**src/rtl/core/wsrq_pkg.sv**
```systemverilog
// ----------------------------------------------------------------------------
// wsrq_pkg
// Shared constants, codes and types of the work stealing run queue.
// ----------------------------------------------------------------------------
package wsrq_pkg;

   localparam int DEQUE_DEPTH = 64;
   localparam int STEAL_MAX   = 32;

   localparam int PTR_W     = $clog2(DEQUE_DEPTH);
   localparam int CNT_W     = $clog2(DEQUE_DEPTH + 1);
   localparam int DRAIN_MAX = (DEQUE_DEPTH / 2 > STEAL_MAX) ? DEQUE_DEPTH / 2 : STEAL_MAX;
   localparam int DRAIN_W   = $clog2(DRAIN_MAX + 1);

   localparam int TASK_W     = 16;
   localparam int OP_W       = 2;
   localparam int LIMIT_W    = 6;
   localparam int BACKLOG_W  = 16;
   localparam int POLLS_W    = 8;
   localparam int FILL_W     = 7;
   localparam int KIND_W     = 2;
   localparam int REASON_W   = 2;
   localparam int CALC_W     = 8;
   localparam int CSR_IDX_W  = 2;
   localparam int CSR_DATA_W = 16;

   localparam logic [CSR_IDX_W-1:0] CSR_MAX_POLLS   = 2'd0;
   localparam logic [CSR_IDX_W-1:0] CSR_BACKLOG_THR = 2'd1;

   localparam logic [POLLS_W-1:0]   MAX_POLLS_RST   = 8'd3;
   localparam logic [BACKLOG_W-1:0] BACKLOG_THR_RST = 16'd32;

   typedef enum logic [OP_W-1:0] {
      OP_PUSH, OP_PUSH_LIFO, OP_POP, OP_STEAL
   } op_type;

   typedef enum logic [KIND_W-1:0] {
      KIND_ACK, KIND_TASK, KIND_SPILL, KIND_STOLEN
   } kind_type;

   typedef enum logic [REASON_W-1:0] {
      GATE_NONE, GATE_BUDGET, GATE_BACKLOG
   } reason_type;

   // How a request finishes once its drain of oldest entries is done.
   typedef enum logic [1:0] {
      FIN_ACK, FIN_TASK, FIN_POP, FIN_NONE
   } fin_type;

   typedef enum logic [2:0] {
      S_IDLE, S_DRAIN_RD, S_DRAIN_OUT, S_WRITE, S_POP_RD, S_FINAL
   } state_type;

   typedef struct packed {
      logic [DRAIN_W-1:0] drain;
      kind_type           drain_kind;
      reason_type         reason;
      logic               do_write;
      fin_type            fin;
      logic [TASK_W-1:0]  task_id;
      logic [CNT_W-1:0]   fill;
   } plan_type;

   function automatic logic [PTR_W-1:0] wrap_ptr(input logic [PTR_W:0] sum);
      logic [PTR_W:0] res;
      res = sum;
      if (sum >= (PTR_W + 1)'(DEQUE_DEPTH)) begin
         res = sum - (PTR_W + 1)'(DEQUE_DEPTH);
      end
      return res[PTR_W-1:0];
   endfunction

endpackage

```
**src/rtl/core/wsrq_ram.sv**
```systemverilog
// ----------------------------------------------------------------------------
// wsrq_ram
// Generic single write port, single read port RAM with registered read data.
// ----------------------------------------------------------------------------
module wsrq_ram #(
   parameter int WIDTH = 16,
   parameter int DEPTH = 64
) (
   input  logic                     clock,
   input  logic                     wr_en,
   input  logic [$clog2(DEPTH)-1:0] wr_addr,
   input  logic [WIDTH-1:0]         wr_data,
   input  logic                     rd_en,
   input  logic [$clog2(DEPTH)-1:0] rd_addr,
   output logic [WIDTH-1:0]         rd_data
);

   logic [WIDTH-1:0] mem_ff [DEPTH];
   logic [WIDTH-1:0] rd_data_ff;

   always_ff @(posedge clock) begin
      if (wr_en) begin
         mem_ff[wr_addr] <= wr_data;
      end
      if (rd_en) begin
         rd_data_ff <= mem_ff[rd_addr];
      end
   end

   assign rd_data = rd_data_ff;

endmodule

```
**src/rtl/core/wsrq_plan.sv**
```systemverilog
// ----------------------------------------------------------------------------
// wsrq_plan
// LIFO slot state and request decode into a plan for the sequencer.
// ----------------------------------------------------------------------------
module wsrq_plan import wsrq_pkg::*; (
   input  logic                 clock,
   input  logic                 reset,
   input  logic                 accept,
   input  op_type               op,
   input  logic [TASK_W-1:0]    task_id,
   input  logic [LIMIT_W-1:0]   steal_limit,
   input  logic                 inbox_pending,
   input  logic [BACKLOG_W-1:0] inject_backlog,
   input  logic [POLLS_W-1:0]   max_polls,
   input  logic [BACKLOG_W-1:0] backlog_thr,
   input  logic [CNT_W-1:0]     count,
   output plan_type             plan
);

   logic [TASK_W-1:0]  slot_task_ff,  slot_task_in;
   logic               slot_valid_ff, slot_valid_in;
   logic [POLLS_W-1:0] slot_hits_ff,  slot_hits_in;

   logic               full;
   logic               backlogged;
   logic               served;
   logic [CALC_W-1:0]  steal_n;
   logic [CNT_W-1:0]   half_cnt;

   always_ff @(posedge clock) begin
      if (reset) begin
         slot_task_ff  <= '0;
         slot_valid_ff <= 1'b0;
         slot_hits_ff  <= '0;
      end else begin
         slot_task_ff  <= slot_task_in;
         slot_valid_ff <= slot_valid_in;
         slot_hits_ff  <= slot_hits_in;
      end
   end

   always_comb begin
      full       = (count == CNT_W'(DEQUE_DEPTH));
      half_cnt   = CNT_W'(DEQUE_DEPTH / 2);
      backlogged = inbox_pending ||
                   ((inject_backlog != '0) && (inject_backlog >= backlog_thr));
      served     = slot_valid_ff && (slot_hits_ff < max_polls) && !backlogged;

      // Steal count: half the fill, capped by the global and the thief's limit, at least one.
      steal_n = CALC_W'(count >> 1);
      if (steal_n > CALC_W'(STEAL_MAX)) begin
         steal_n = CALC_W'(STEAL_MAX);
      end
      if (steal_n > CALC_W'(steal_limit)) begin
         steal_n = CALC_W'(steal_limit);
      end
      if (steal_n == '0) begin
         steal_n = CALC_W'(1);
      end

      plan            = '0;
      plan.drain_kind = KIND_SPILL;
      plan.reason     = GATE_NONE;
      plan.fin        = FIN_ACK;
      plan.fill       = count;

      slot_task_in  = slot_task_ff;
      slot_valid_in = slot_valid_ff;
      slot_hits_in  = slot_hits_ff;

      case (op)
         OP_PUSH, OP_PUSH_LIFO: begin
            if (op == OP_PUSH || slot_valid_ff) begin
               plan.do_write = 1'b1;
               plan.task_id  = (op == OP_PUSH) ? task_id : slot_task_ff;
               if (full) begin
                  plan.drain = DRAIN_W'(DEQUE_DEPTH / 2);
                  plan.fill  = count - half_cnt + CNT_W'(1);
               end else begin
                  plan.fill  = count + CNT_W'(1);
               end
            end
            if (accept && op == OP_PUSH_LIFO) begin
               slot_task_in  = task_id;
               slot_valid_in = 1'b1;
            end
         end
         OP_POP: begin
            if (slot_valid_ff) begin
               // A gated slot task is pushed and at once popped again as the
               // newest entry, so it never needs to be written to the ring.
               plan.fin     = FIN_TASK;
               plan.task_id = slot_task_ff;
               if (!served) begin
                  plan.reason = (slot_hits_ff >= max_polls) ? GATE_BUDGET : GATE_BACKLOG;
                  if (full) begin
                     plan.drain = DRAIN_W'(DEQUE_DEPTH / 2);
                     plan.fill  = count - half_cnt;
                  end
               end
            end else if (count != '0) begin
               plan.fin  = FIN_POP;
               plan.fill = count - CNT_W'(1);
            end
            if (accept) begin
               slot_valid_in = 1'b0;
               if (slot_valid_ff) begin
                  slot_task_in = '0;
               end
               slot_hits_in = served ? slot_hits_ff + POLLS_W'(1) : '0;
            end
         end
         OP_STEAL: begin
            plan.drain_kind = KIND_STOLEN;
            if (count != '0) begin
               plan.drain = DRAIN_W'(steal_n);
               plan.fin   = FIN_NONE;
               plan.fill  = count - CNT_W'(steal_n);
            end
         end
         default: begin
            plan.fin = FIN_ACK;
         end
      endcase
   end

endmodule

```
**src/rtl/core/wsrq_seq.sv**
```systemverilog
// ----------------------------------------------------------------------------
// wsrq_seq
// Deque sequencer: ring pointers, ring memory accesses and the result register.
// ----------------------------------------------------------------------------
module wsrq_seq import wsrq_pkg::*; (
   input  logic               clock,
   input  logic               reset,
   input  logic               accept,
   input  plan_type           plan,
   output logic               idle,
   output logic [CNT_W-1:0]   count,
   output logic               rsp_valid,
   input  logic               rsp_stall,
   output logic [KIND_W-1:0]  rsp_kind,
   output logic [TASK_W-1:0]  rsp_out_task,
   output logic [REASON_W-1:0] rsp_gate_reason,
   output logic               rsp_last,
   output logic [FILL_W-1:0]  rsp_fill
);

   state_type          state_ff,  state_in;
   logic [PTR_W-1:0]   oldest_ff, oldest_in;
   logic [CNT_W-1:0]   count_ff,  count_in;
   logic [DRAIN_W-1:0] left_ff,   left_in;
   kind_type           dkind_ff,  dkind_in;
   reason_type         reason_ff, reason_in;
   logic               write_ff,  write_in;
   fin_type            fin_ff,    fin_in;
   logic [TASK_W-1:0]  task_ff,   task_in;
   logic [CNT_W-1:0]   fill_ff,   fill_in;

   logic               rsp_valid_ff,  rsp_valid_in;
   kind_type           rsp_kind_ff,   rsp_kind_in;
   logic [TASK_W-1:0]  rsp_task_ff,   rsp_task_in;
   reason_type         rsp_reason_ff, rsp_reason_in;
   logic               rsp_last_ff,   rsp_last_in;
   logic [CNT_W-1:0]   rsp_fill_ff,   rsp_fill_in;

   logic               out_free;
   logic               rd_en, wr_en;
   logic [PTR_W-1:0]   rd_addr, wr_addr;
   logic [TASK_W-1:0]  rd_data;
   logic [PTR_W:0]     bottom_sum;
   state_type          after_drain;

   wsrq_ram #(
      .WIDTH (TASK_W),
      .DEPTH (DEQUE_DEPTH)
   ) u_ring (
      .clock   (clock),
      .wr_en   (wr_en),
      .wr_addr (wr_addr),
      .wr_data (task_ff),
      .rd_en   (rd_en),
      .rd_addr (rd_addr),
      .rd_data (rd_data)
   );

   always_ff @(posedge clock) begin
      if (reset) begin
         state_ff     <= S_IDLE;
         oldest_ff    <= '0;
         count_ff     <= '0;
         left_ff      <= '0;
         rsp_valid_ff <= 1'b0;
      end else begin
         state_ff     <= state_in;
         oldest_ff    <= oldest_in;
         count_ff     <= count_in;
         left_ff      <= left_in;
         rsp_valid_ff <= rsp_valid_in;
      end
   end

   always_ff @(posedge clock) begin
      dkind_ff      <= dkind_in;
      reason_ff     <= reason_in;
      write_ff      <= write_in;
      fin_ff        <= fin_in;
      task_ff       <= task_in;
      fill_ff       <= fill_in;
      rsp_kind_ff   <= rsp_kind_in;
      rsp_task_ff   <= rsp_task_in;
      rsp_reason_ff <= rsp_reason_in;
      rsp_last_ff   <= rsp_last_in;
      rsp_fill_ff   <= rsp_fill_in;
   end

   always_comb begin
      state_in  = state_ff;
      oldest_in = oldest_ff;
      count_in  = count_ff;
      left_in   = left_ff;
      dkind_in  = dkind_ff;
      reason_in = reason_ff;
      write_in  = write_ff;
      fin_in    = fin_ff;
      task_in   = task_ff;
      fill_in   = fill_ff;

      rsp_valid_in  = rsp_valid_ff && rsp_stall;
      rsp_kind_in   = rsp_kind_ff;
      rsp_task_in   = rsp_task_ff;
      rsp_reason_in = rsp_reason_ff;
      rsp_last_in   = rsp_last_ff;
      rsp_fill_in   = rsp_fill_ff;

      out_free   = !rsp_valid_ff || !rsp_stall;
      rd_en      = 1'b0;
      wr_en      = 1'b0;
      rd_addr    = oldest_ff;
      bottom_sum = {1'b0, oldest_ff} + (PTR_W + 1)'(count_ff);
      wr_addr    = wrap_ptr(bottom_sum);

      if (write_ff) begin
         after_drain = S_WRITE;
      end else if (fin_ff == FIN_NONE) begin
         after_drain = S_IDLE;
      end else if (fin_ff == FIN_POP) begin
         after_drain = S_POP_RD;
      end else begin
         after_drain = S_FINAL;
      end

      unique case (state_ff)
         S_IDLE: begin
            if (accept) begin
               left_in   = plan.drain;
               dkind_in  = plan.drain_kind;
               reason_in = plan.reason;
               write_in  = plan.do_write;
               fin_in    = plan.fin;
               task_in   = plan.task_id;
               fill_in   = plan.fill;
               if (plan.drain != '0) begin
                  state_in = S_DRAIN_RD;
               end else if (plan.do_write) begin
                  state_in = S_WRITE;
               end else if (plan.fin == FIN_POP) begin
                  state_in = S_POP_RD;
               end else begin
                  state_in = S_FINAL;
               end
            end
         end
         S_DRAIN_RD: begin
            rd_en    = 1'b1;
            state_in = S_DRAIN_OUT;
         end
         S_DRAIN_OUT: begin
            // Read data holds until the next read, so a stall just waits here.
            if (out_free) begin
               rsp_valid_in  = 1'b1;
               rsp_kind_in   = dkind_ff;
               rsp_task_in   = rd_data;
               rsp_reason_in = reason_ff;
               rsp_last_in   = (left_ff == DRAIN_W'(1)) && (fin_ff == FIN_NONE);
               rsp_fill_in   = fill_ff;
               oldest_in     = wrap_ptr({1'b0, oldest_ff} + (PTR_W + 1)'(1));
               count_in      = count_ff - CNT_W'(1);
               left_in       = left_ff - DRAIN_W'(1);
               state_in      = (left_ff == DRAIN_W'(1)) ? after_drain : S_DRAIN_RD;
            end
         end
         S_WRITE: begin
            wr_en    = 1'b1;
            count_in = count_ff + CNT_W'(1);
            state_in = S_FINAL;
         end
         S_POP_RD: begin
            rd_en    = 1'b1;
            rd_addr  = wrap_ptr(bottom_sum - (PTR_W + 1)'(1));
            count_in = count_ff - CNT_W'(1);
            state_in = S_FINAL;
         end
         S_FINAL: begin
            if (out_free) begin
               rsp_valid_in  = 1'b1;
               rsp_reason_in = reason_ff;
               rsp_last_in   = 1'b1;
               rsp_fill_in   = fill_ff;
               case (fin_ff)
                  FIN_TASK: begin
                     rsp_kind_in = KIND_TASK;
                     rsp_task_in = task_ff;
                  end
                  FIN_POP: begin
                     rsp_kind_in = KIND_TASK;
                     rsp_task_in = rd_data;
                  end
                  default: begin
                     rsp_kind_in = KIND_ACK;
                     rsp_task_in = '0;
                  end
               endcase
               state_in = S_IDLE;
            end
         end
         default: begin
            state_in = S_IDLE;
         end
      endcase
   end

   assign idle            = (state_ff == S_IDLE);
   assign count           = count_ff;
   assign rsp_valid       = rsp_valid_ff;
   assign rsp_kind        = rsp_kind_ff;
   assign rsp_out_task    = rsp_task_ff;
   assign rsp_gate_reason = rsp_reason_ff;
   assign rsp_last        = rsp_last_ff;
   assign rsp_fill        = FILL_W'(rsp_fill_ff);

endmodule

```
**src/rtl/core/work_stealing_run_queue_top.sv**
```systemverilog
// ----------------------------------------------------------------------------
// work_stealing_run_queue_top
// Per-worker run queue: bounded task deque in a ring memory plus a LIFO slot.
// ----------------------------------------------------------------------------
// Usage:
// A request beat (req_*) carries one operation: push, LIFO push, pop or steal.
// Each request produces one or more result beats on rsp_*, the final one
// flagged by rsp_last; all beats of a request carry the fill after it.
// The queue takes one request at a time. A request without spill or steal
// passes through S_WRITE or S_POP_RD where needed to S_FINAL, which loads
// its final beat; the next request is taken once the sequencer is idle.
// Spilled and stolen entries come from the oldest end of the ring memory,
// each beat with one read state and one output load state in turn.
// A stalled result beat holds in the output register; the sequencer waits
// behind it and holds req_stall high until its final beat is loaded.
// After reset the deque and the slot are empty, max_lifo_polls is 3 and
// backlog_threshold is 32. The ring memory needs no clearing pass.
// The csr_* port always accepts; write it only while the queue is idle.
// ----------------------------------------------------------------------------
module work_stealing_run_queue_top import wsrq_pkg::*; (
   input  logic                  clock,
   input  logic                  reset,

   input  logic                  req_valid,
   output logic                  req_stall,
   input  logic [OP_W-1:0]       req_opcode,
   input  logic [TASK_W-1:0]     req_task_id,
   input  logic [LIMIT_W-1:0]    req_steal_limit,
   input  logic                  req_inbox_pending,
   input  logic [BACKLOG_W-1:0]  req_inject_backlog,

   output logic                  rsp_valid,
   input  logic                  rsp_stall,
   output logic [KIND_W-1:0]     rsp_kind,
   output logic [TASK_W-1:0]     rsp_out_task,
   output logic [REASON_W-1:0]   rsp_gate_reason,
   output logic                  rsp_last,
   output logic [FILL_W-1:0]     rsp_fill,

   input  logic                  csr_valid,
   output logic                  csr_ready,
   input  logic [CSR_IDX_W-1:0]  csr_index,
   input  logic [CSR_DATA_W-1:0] csr_wdata
);

   logic [POLLS_W-1:0]   max_polls_ff;
   logic [BACKLOG_W-1:0] backlog_thr_ff;
   logic                 accept;
   logic                 idle;
   logic [CNT_W-1:0]     count;
   plan_type             plan;

   assign csr_ready = 1'b1;
   assign req_stall = !idle;
   assign accept    = req_valid && !req_stall;

   always_ff @(posedge clock) begin
      if (reset) begin
         max_polls_ff   <= MAX_POLLS_RST;
         backlog_thr_ff <= BACKLOG_THR_RST;
      end else if (csr_valid && csr_ready) begin
         unique case (csr_index)
            CSR_MAX_POLLS:   max_polls_ff   <= csr_wdata[POLLS_W-1:0];
            CSR_BACKLOG_THR: backlog_thr_ff <= csr_wdata[BACKLOG_W-1:0];
            default: begin
               max_polls_ff <= max_polls_ff;
            end
         endcase
      end
   end

   wsrq_plan u_plan (
      .clock          (clock),
      .reset          (reset),
      .accept         (accept),
      .op             (op_type'(req_opcode)),
      .task_id        (req_task_id),
      .steal_limit    (req_steal_limit),
      .inbox_pending  (req_inbox_pending),
      .inject_backlog (req_inject_backlog),
      .max_polls      (max_polls_ff),
      .backlog_thr    (backlog_thr_ff),
      .count          (count),
      .plan           (plan)
   );

   wsrq_seq u_seq (
      .clock           (clock),
      .reset           (reset),
      .accept          (accept),
      .plan            (plan),
      .idle            (idle),
      .count           (count),
      .rsp_valid       (rsp_valid),
      .rsp_stall       (rsp_stall),
      .rsp_kind        (rsp_kind),
      .rsp_out_task    (rsp_out_task),
      .rsp_gate_reason (rsp_gate_reason),
      .rsp_last        (rsp_last),
      .rsp_fill        (rsp_fill)
   );

   // The deque never reports more entries than the ring holds.
   a_fill_bound: assert property (@(posedge clock) disable iff (reset)
      rsp_valid |-> (rsp_fill <= FILL_W'(DEQUE_DEPTH)))
      else $error("result fill exceeds deque depth");

   // An empty or ack beat always closes its request and carries no task.
   a_ack_last: assert property (@(posedge clock) disable iff (reset)
      (rsp_valid && rsp_kind == KIND_ACK) |-> (rsp_last && rsp_out_task == '0))
      else $error("ack beat is not final or carries a task");

   // While a non-final beat is pending, the queue is still busy with its request.
   a_busy_mid_burst: assert property (@(posedge clock) disable iff (reset)
      (rsp_valid && !rsp_last) |-> req_stall)
      else $error("request accepted in the middle of a burst");

   // Stolen beats never carry a gate reason.
   a_steal_reason: assert property (@(posedge clock) disable iff (reset)
      (rsp_valid && rsp_kind == KIND_STOLEN) |-> (rsp_gate_reason == GATE_NONE))
      else $error("stolen beat carries a gate reason");

endmodule

```
**config.mk**
```make
export PLATFORM = sky130hd
export DESIGN_NAME = work_stealing_run_queue_top
export DESIGN_NICKNAME = d
export VERILOG_FILES = /design/src/rtl/core/wsrq_pkg.sv /design/src/rtl/core/wsrq_ram.sv /design/src/rtl/core/wsrq_plan.sv /design/src/rtl/core/wsrq_seq.sv /design/src/rtl/core/work_stealing_run_queue_top.sv
export SDC_FILE = /design/constraint.sdc
export NUM_CORES = 2
export LEC_CHECK = 0
export BUFFER_PORTS_ARGS = -buffer_cell sky130_fd_sc_hd__clkbuf_2
export CORE_ASPECT_RATIO = 1.2
export CORE_UTILIZATION = 68
export CTS_CLUSTER_SIZE = 30
export DETAILED_ROUTE_END_ITERATION = 6
export HOLD_SLACK_MARGIN = 0.1
export PLACE_DENSITY = 0.9
export SLEW_MARGIN = 20
export SYNTH_ARGS = -nofsm -noshare
export SYNTH_HDL_FRONTEND = slang
export SYNTH_SLANG_ARGS = --single-unit
```
**constraint.sdc**
```tcl
create_clock -name clock -period 14.19 [get_ports clock]
set_input_delay 4.257 -clock clock [delete_from_list [all_inputs] [get_ports clock]]
set_output_delay 4.257 -clock clock [all_outputs]
set_load 0.02 [all_outputs]
```
Word-level counts from Yosys, hierarchy flattened
Memories as Yosys holds them, arrays and structs flattened. A register that Yosys moved wholly into a read port is not among the register bits.
Cells that the tools add are included.
{ "classes": {"bitwise_logic": 2, "n_lt_le_gt_ge": 8, "muxes": 73, "reduce_logical": 43, "n_eq_ne": 21, "addsub": 13} }
{ "ops": {"columns": ["cell", "n"], "rows": [
  ["case mux 16 bit (2 select lines)", 4],
  ["two-way mux 16 bit", 7],
  ["two-way mux 6 bit", 14],
  ["two-way mux 7 bit", 7],
  ["case mux 7 bit (3 select lines)", 2],
  ["two-way mux 3 bit", 8],
  ["subtractor 6 x 1 -> 6 bit, second input constant", 4],
  ["two-way mux 23 bit", 1],
  [">= comparator 7 bit, second input constant", 3],
  ["case mux 6 bit (3 select lines)", 1],
  [">= comparator 16 bit", 1],
  ["two-way mux 1 bit", 16],
  ["nonzero test 16 bit", 1],
  ["case mux 3 bit (5 select lines)", 1],
  ["adder 7 x 1 -> 7 bit, second input constant", 2],
  ["AND reduction 2 bit", 7],
  ["subtractor 7 x 1 -> 7 bit, second input constant", 2],
  ["two-way mux 2 bit", 6],
  ["inequality test 2 x 1 -> 1 bit, second input constant", 6],
  ["case mux 6 bit (2 select lines)", 1],
  ["AND reduction 3 bit", 4],
  ["equality test 2 bit, second input constant", 5],
  ["OR reduction 2 bit", 5],
  ["adder 8 x 1 -> 8 bit, second input constant", 1],
  ["30 further kinds", 51]
]} }
{ "word_totals": {"ff_bits": 130, "input_bits": 64, "mem_count": 1, "ram_bits": 1024, "elab_cells": 182, "output_inout_bits": 31} }
{ "memory_table": {"columns": ["name", "depth", "width", "read_ports", "rd_ports_with_merged_regs", "wr", "line_no", "source"], "rows": [
  ["u_seq.u_ring.mem_ff", 64, 16, 1, 1, 1, "wsrq_ram.sv:18", "logic [WIDTH-1:0] mem_ff [DEPTH];"]
]} }

Logic depth before layout (Yosys ltp)
{ "logic_depth": {"word_depth": 12, "depth_mapped": 19, "mapped_depth_nobuf": 19} }

By module
From an unflattened synthesis, not the netlist that was laid out.
{ "unflattened": {"cells_unflattened": 2773, "area_unflattened_um2": 48237.5} }
{ "modules_own_cells": {"columns": ["mod", "seq_area_each_um2", "area_each_um2", "cells_each", "instances"], "rows": [
  ["wsrq_ram", 31230.0, 40331.2, 1947, 1],
  ["wsrq_seq", 2202.1, 3821.2, 318, 1],
  ["wsrq_plan", 500.5, 3014.1, 403, 1],
  ["work_stealing_run_queue_top", 480.5, 1071.0, 105, 1]
]} }

Worst setup path before layout
OpenSTA, ideal clock, no wires.
{ "synth_timing": {"kind": "input -> register", "startpoint": "in req_steal_limit[5]", "endpoint": "reg u_seq.fill_ff[6], data pin", "setup_slack_ps": 6765, "n_path_buf": 0, "arrival_ps": 7144, "required_time_ps": 13909, "setup_ps": 281, "path_stages": 17, "cell_sequence": "inv_1 -> ha_1 -> and4_1 -> a21oi_1 -> a32oi_1 -> o21ai_0 -> o21ai_0 -> ha_1 -> inv_1 -> fa_1 -> a21o_1 -> a21o_1 -> a21o_1 -> a21oi_1 -> xnor2_1 -> nand2_1 -> o2111ai_1"} }
{ "synth_rtl": {"columns": ["element", "line_no", "source"], "rows": [
  ["start: declaration", "work_stealing_run_queue_top.sv:28", "input logic [LIMIT_W-1:0] req_steal_limit,"],
  ["end signal: assignment", "wsrq_seq.sv:81", "fill_ff <= fill_in;"],
  ["end: declaration", "wsrq_seq.sv:30", "logic [CNT_W-1:0] fill_ff, fill_in;"]
]} }

==> results.txt <==
----------------------------------------------------
[Outcome]
  Status ... complete, no violations

[STA]
  Final-report max-slew violation count ... 0
  Final setup vio count ... 0
  Number of endpoints with negative hold slack in the final report ... 0
  Final Worst Setup Slack ... 6990 ps
  Crit share post-route ... 0.508
  Worst-margin pin slew ... 1180 ps
  Clock period minus final worst setup slack ... 7200 ps
  Relative slew margins ... 0.213
  Unrepaired setup endpoints after global routing ... false
  Highest attainable clock frequency ... 0.139 GHz
  Setup TNS after final layout ... 0 ps
  Worst Clk Skew ... 32.6 ps

[Clocking]
  Number of sinks handled by clock tree synthesis ... 1169
  Post-cts gate resize count ... 0
  Max clock buf depth ... 3
  Total clock buffers created by CTS ... 107
  CTS Root Cell ... clkbuf_16
  CTS Hold Bufs ... 0
  CTS tree ... built
  Count of buffers added by post-CTS timing repair for setup ... 0
  Clock Latency Late Sink ... 700 ps
  Clock H-tree levels ... 3
  Clock slew seen by the registers of the worst setup and hold paths ... 60 ps

[Die]
  Number of placed I/O pins ... 95
  Starting density of the core ... 0.687
  Row count ... 113
  Die X-Extent ... 260 um
  Overall die height ... 311 um
  Total core area ... 79000 um2
  Total Die Area ... 80900 um2

[Placed design]
  Cell Area, Placed ... 56100 um2
  Routability congestion estimate from global placement ... 0.891
  Post-placement setup slack ... 6290 ps
  Final HPWL DP ... 76.8 mm
  Count of buffers from port buffering ... 93

[Critical path]
  Launching element of the worst setup path ... req_steal_limit[4]
  Most common cell type on the critical path ... a21o_1
  Worst path max stage delay ... 620 ps
  Type of element launching the critical path ... input port
  Cells along the critical path ... clkbuf_2 -> inv_1 -> ha_1 -> and4_1 -> a21oi_1 -> a32oi_1 -> o21ai_0 -> o21ai_0 -> ha_1 -> inv_1 -> fa_1 -> a21o_1 -> a21o_1 -> a21o_1 -> a21oi_1 -> xnor2_1 -> nand2_1 -> o2111ai_1
  Reg-to-reg critical path startpoint ... u_seq.state_ff[2]$_SDFFE_PP0P_
  Critical Path Fanout Max ... 7
  Cell with the largest stage delay on the worst path ... a32oi_1
  Critical Path Sink Type ... flop
  Required time of the worst setup path ... 14600 ps
  Worst endpoint data arrival time ... 7610 ps
  Classification of the worst setup path ... in2reg

[Detailed routing]
  Antenna viol nets, final ... 0
  Wirelength per Cell ... 26.4 um
  Pre-Repair DR Iteration Count ... 7
  Count of unresolved DRC violations after routing ... 0
  DRT iter0 DRCs ... 4462
  Total via count after detailed routing ... 36.7k
  Vias per Instance ... 7.06
  Total wirelength of the detailed-routed design ... 137 mm

[Power]
  Worst VDD drop ... 0.298 mV
  Power consumption ... 0.0118 W
  Cell Pwr Density ... 199 nW/um2
  Pleak ... 20.1 nW

[Final layout]
  Summed area of non-filler cells in the final layout ... 59500 um2
  Final layout net count ... 4203
  Commonest cells after routing, fill and taps aside ... 1097 x edfxtp_1, 548 x a211oi_1, 422 x mux2i_1
  Most common cell after layout, fill and taps aside ... edfxtp_1
  Syn-to-layout area delta ... 9.66%
  Share of cells above drive strength 1 ... 0.130
  Count of fill cells added during filler insertion ... 4332
  Final core occ ... 0.753

[Global routing]
  Global-route wire length before repair ... 206 mm
  Number of antenna violations at the first check in global routing ... 1
  Overall track demand over capacity in global routing ... 0.334
  Pin count of the biggest net entering global routing ... 231
  Via count of the first global-routing pass ... 36.6k
  Global-route congestion overflow total ... 0

[Hold path]
  Hold_sp ... backlog_thr_ff[10]$_SDFFE_PP0P_
  Class of the most critical hold timing path ... reg2reg

[Synthesis]
  Simple-gate portion of the synthesized area ... 0.0718
  Synthesized net count ... 4207
  Register bit total from synthesis ... 1169
  Adder and majority gate portion of the synthesized area ... 0.0132
  Top cell type by total area after synthesis ... edfxtp_1
  Xor-xnor portion of the synthesized cell area ... 0.00558
  Number of distinct standard cells referenced by the synthesized netlist ... 69
  Cells after Synth ... 4087
  Cell Area, Synth ... 54300 um2
  Share of async-settable or async-resettable flops after synthesis ... 0
  Multiplexer fraction of the synthesized cell area ... 0.105
  Number of warning messages in the yosys log ... 0
  Average size of a mapped cell ... 13.3 um2
  EDFF count, synth ... 1097
  Largest family of logic cells by synthesized area ... compound AO/OA/AOI/OAI gates
  Cells taking the most area after synthesis ... edfxtp_1 61%, mux2i_1 7.8%, a211oi_1 7.6%
  Complex-gate fraction of the synthesized area ... 0.141
  Most used DFF post-synth ... edfxtp_1
  Proportion of synthesized chip area in sequential cells ... 0.634
  Top-area cell type share of the netlist area ... 0.607

[Flow run]
  Max-cap violations ... 0

----------------------------------------------------
[report_power, final]
part / internal, W / total, W / switching, W / leakage (nW)
Sequential: 0.00410 / 0.00420 / 0.0000947 / 10.5
Combinational: 0.00167 / 0.00480 / 0.00313 / 7.96
Clock: 0.00157 / 0.00282 / 0.00125 / 1.66
Total: 0.00734 / 0.0118 / 0.00447 / 20.1
[critical path: cells and delay by family]
| family | cells | cell delay, ps |
|---|---|---|
| and+or+nand+nor | 2 | 280 |
| adders and majority gates | 3 | 910 |
| xor gates and xnor gates | 1 | 80 |
| AOI/OAI and AO/OA | 9 | 1870 |
| buffers and inverters | 3 | 210 |
[flip-flops by register name, summed over array words and instances, names as in the netlist, 8 cells and up]
| signal | cells |
|---|---|
| u_seq.task_ff | 16 |
| u_seq.u_ring.mem_ff | 1024 |
| backlog_thr_ff | 16 |
| u_seq.u_ring.rd_data | 16 |
| u_plan.slot_hits_ff | 8 |
| u_seq.rsp_out_task | 16 |
| max_polls_ff | 8 |
| u_plan.slot_task_ff | 16 |
[cell usage after synthesis, types with 35 or more instances]
cell type and count:
edfxtp_1 1097, a211oi_1 548, mux2i_1 424, nor2b_1 232, a21oi_1 228, nand2_1 210
clkbuf_1 204, nor2_1 180, o21ai_0 104, mux2_2 100, buf_2 83, dfxtp_1 72
nor4_1 62, ha_1 54, inv_1 51, a211o_1 37, buf_1 35
[area by class of cell]
cell class / count / area [um2] / share of cell area
flip-flops and latches: 1169 / 34400 / 0.578
multi-input cells: 2537 / 18800 / 0.316
clock buffers: 136 / 2860 / 0.0480
repair buffers: 215 / 1440 / 0.0243
diodes: 1 / 2.50 / 0.0000421
well taps: 1035 / 1290 / 0.0218
clock inverters: 60 / 534 / 0.00898
inverters: 53 / 199 / 0.00334
[cells by family after synthesis]
group | after synthesis
compound gates | 1113
xor+xnor | 33
buf+inv | 381
fa+ha+maj | 56
other cells | 1
mux | 554
simple gates | 780
flops | 1169
[metal layers]
layer	up-vias	routed length (um)	global-route usage
met5	-	8	0.00121
met4	2	7920	0.192
met3	457	13800	0.0656
met2	2389	67400	0.551
met1	17900	48000	0.409
li1	16000	-	-
[stage by stage]
| step | hold WS [ps] | std cells |
|---|---|---|
| floorplan | 400 | 4087 |
| global placement | 442 | 5009 |
| detailed placement | 416 | 5009 |
| CTS | 455 | 5205 |
| global route | 470 | 5205 |
| finish | 453 | 5206 |
[worst paths after layout]
kind | to | slack (ps) | cells after the start
max reg2reg | u_seq.u_ring.rd_data[3]$_DFFE_PP_ | 8000 | 11
max | u_seq.fill_ff[6]$_DFFE_PP_ | 6990 | 18
min | backlog_thr_ff[10]$_SDFFE_PP0P_ | 450 | 2
min reg2reg | backlog_thr_ff[10]$_SDFFE_PP0P_ | 450 | 2
Note: power is estimated with default switching activity, not from simulation.
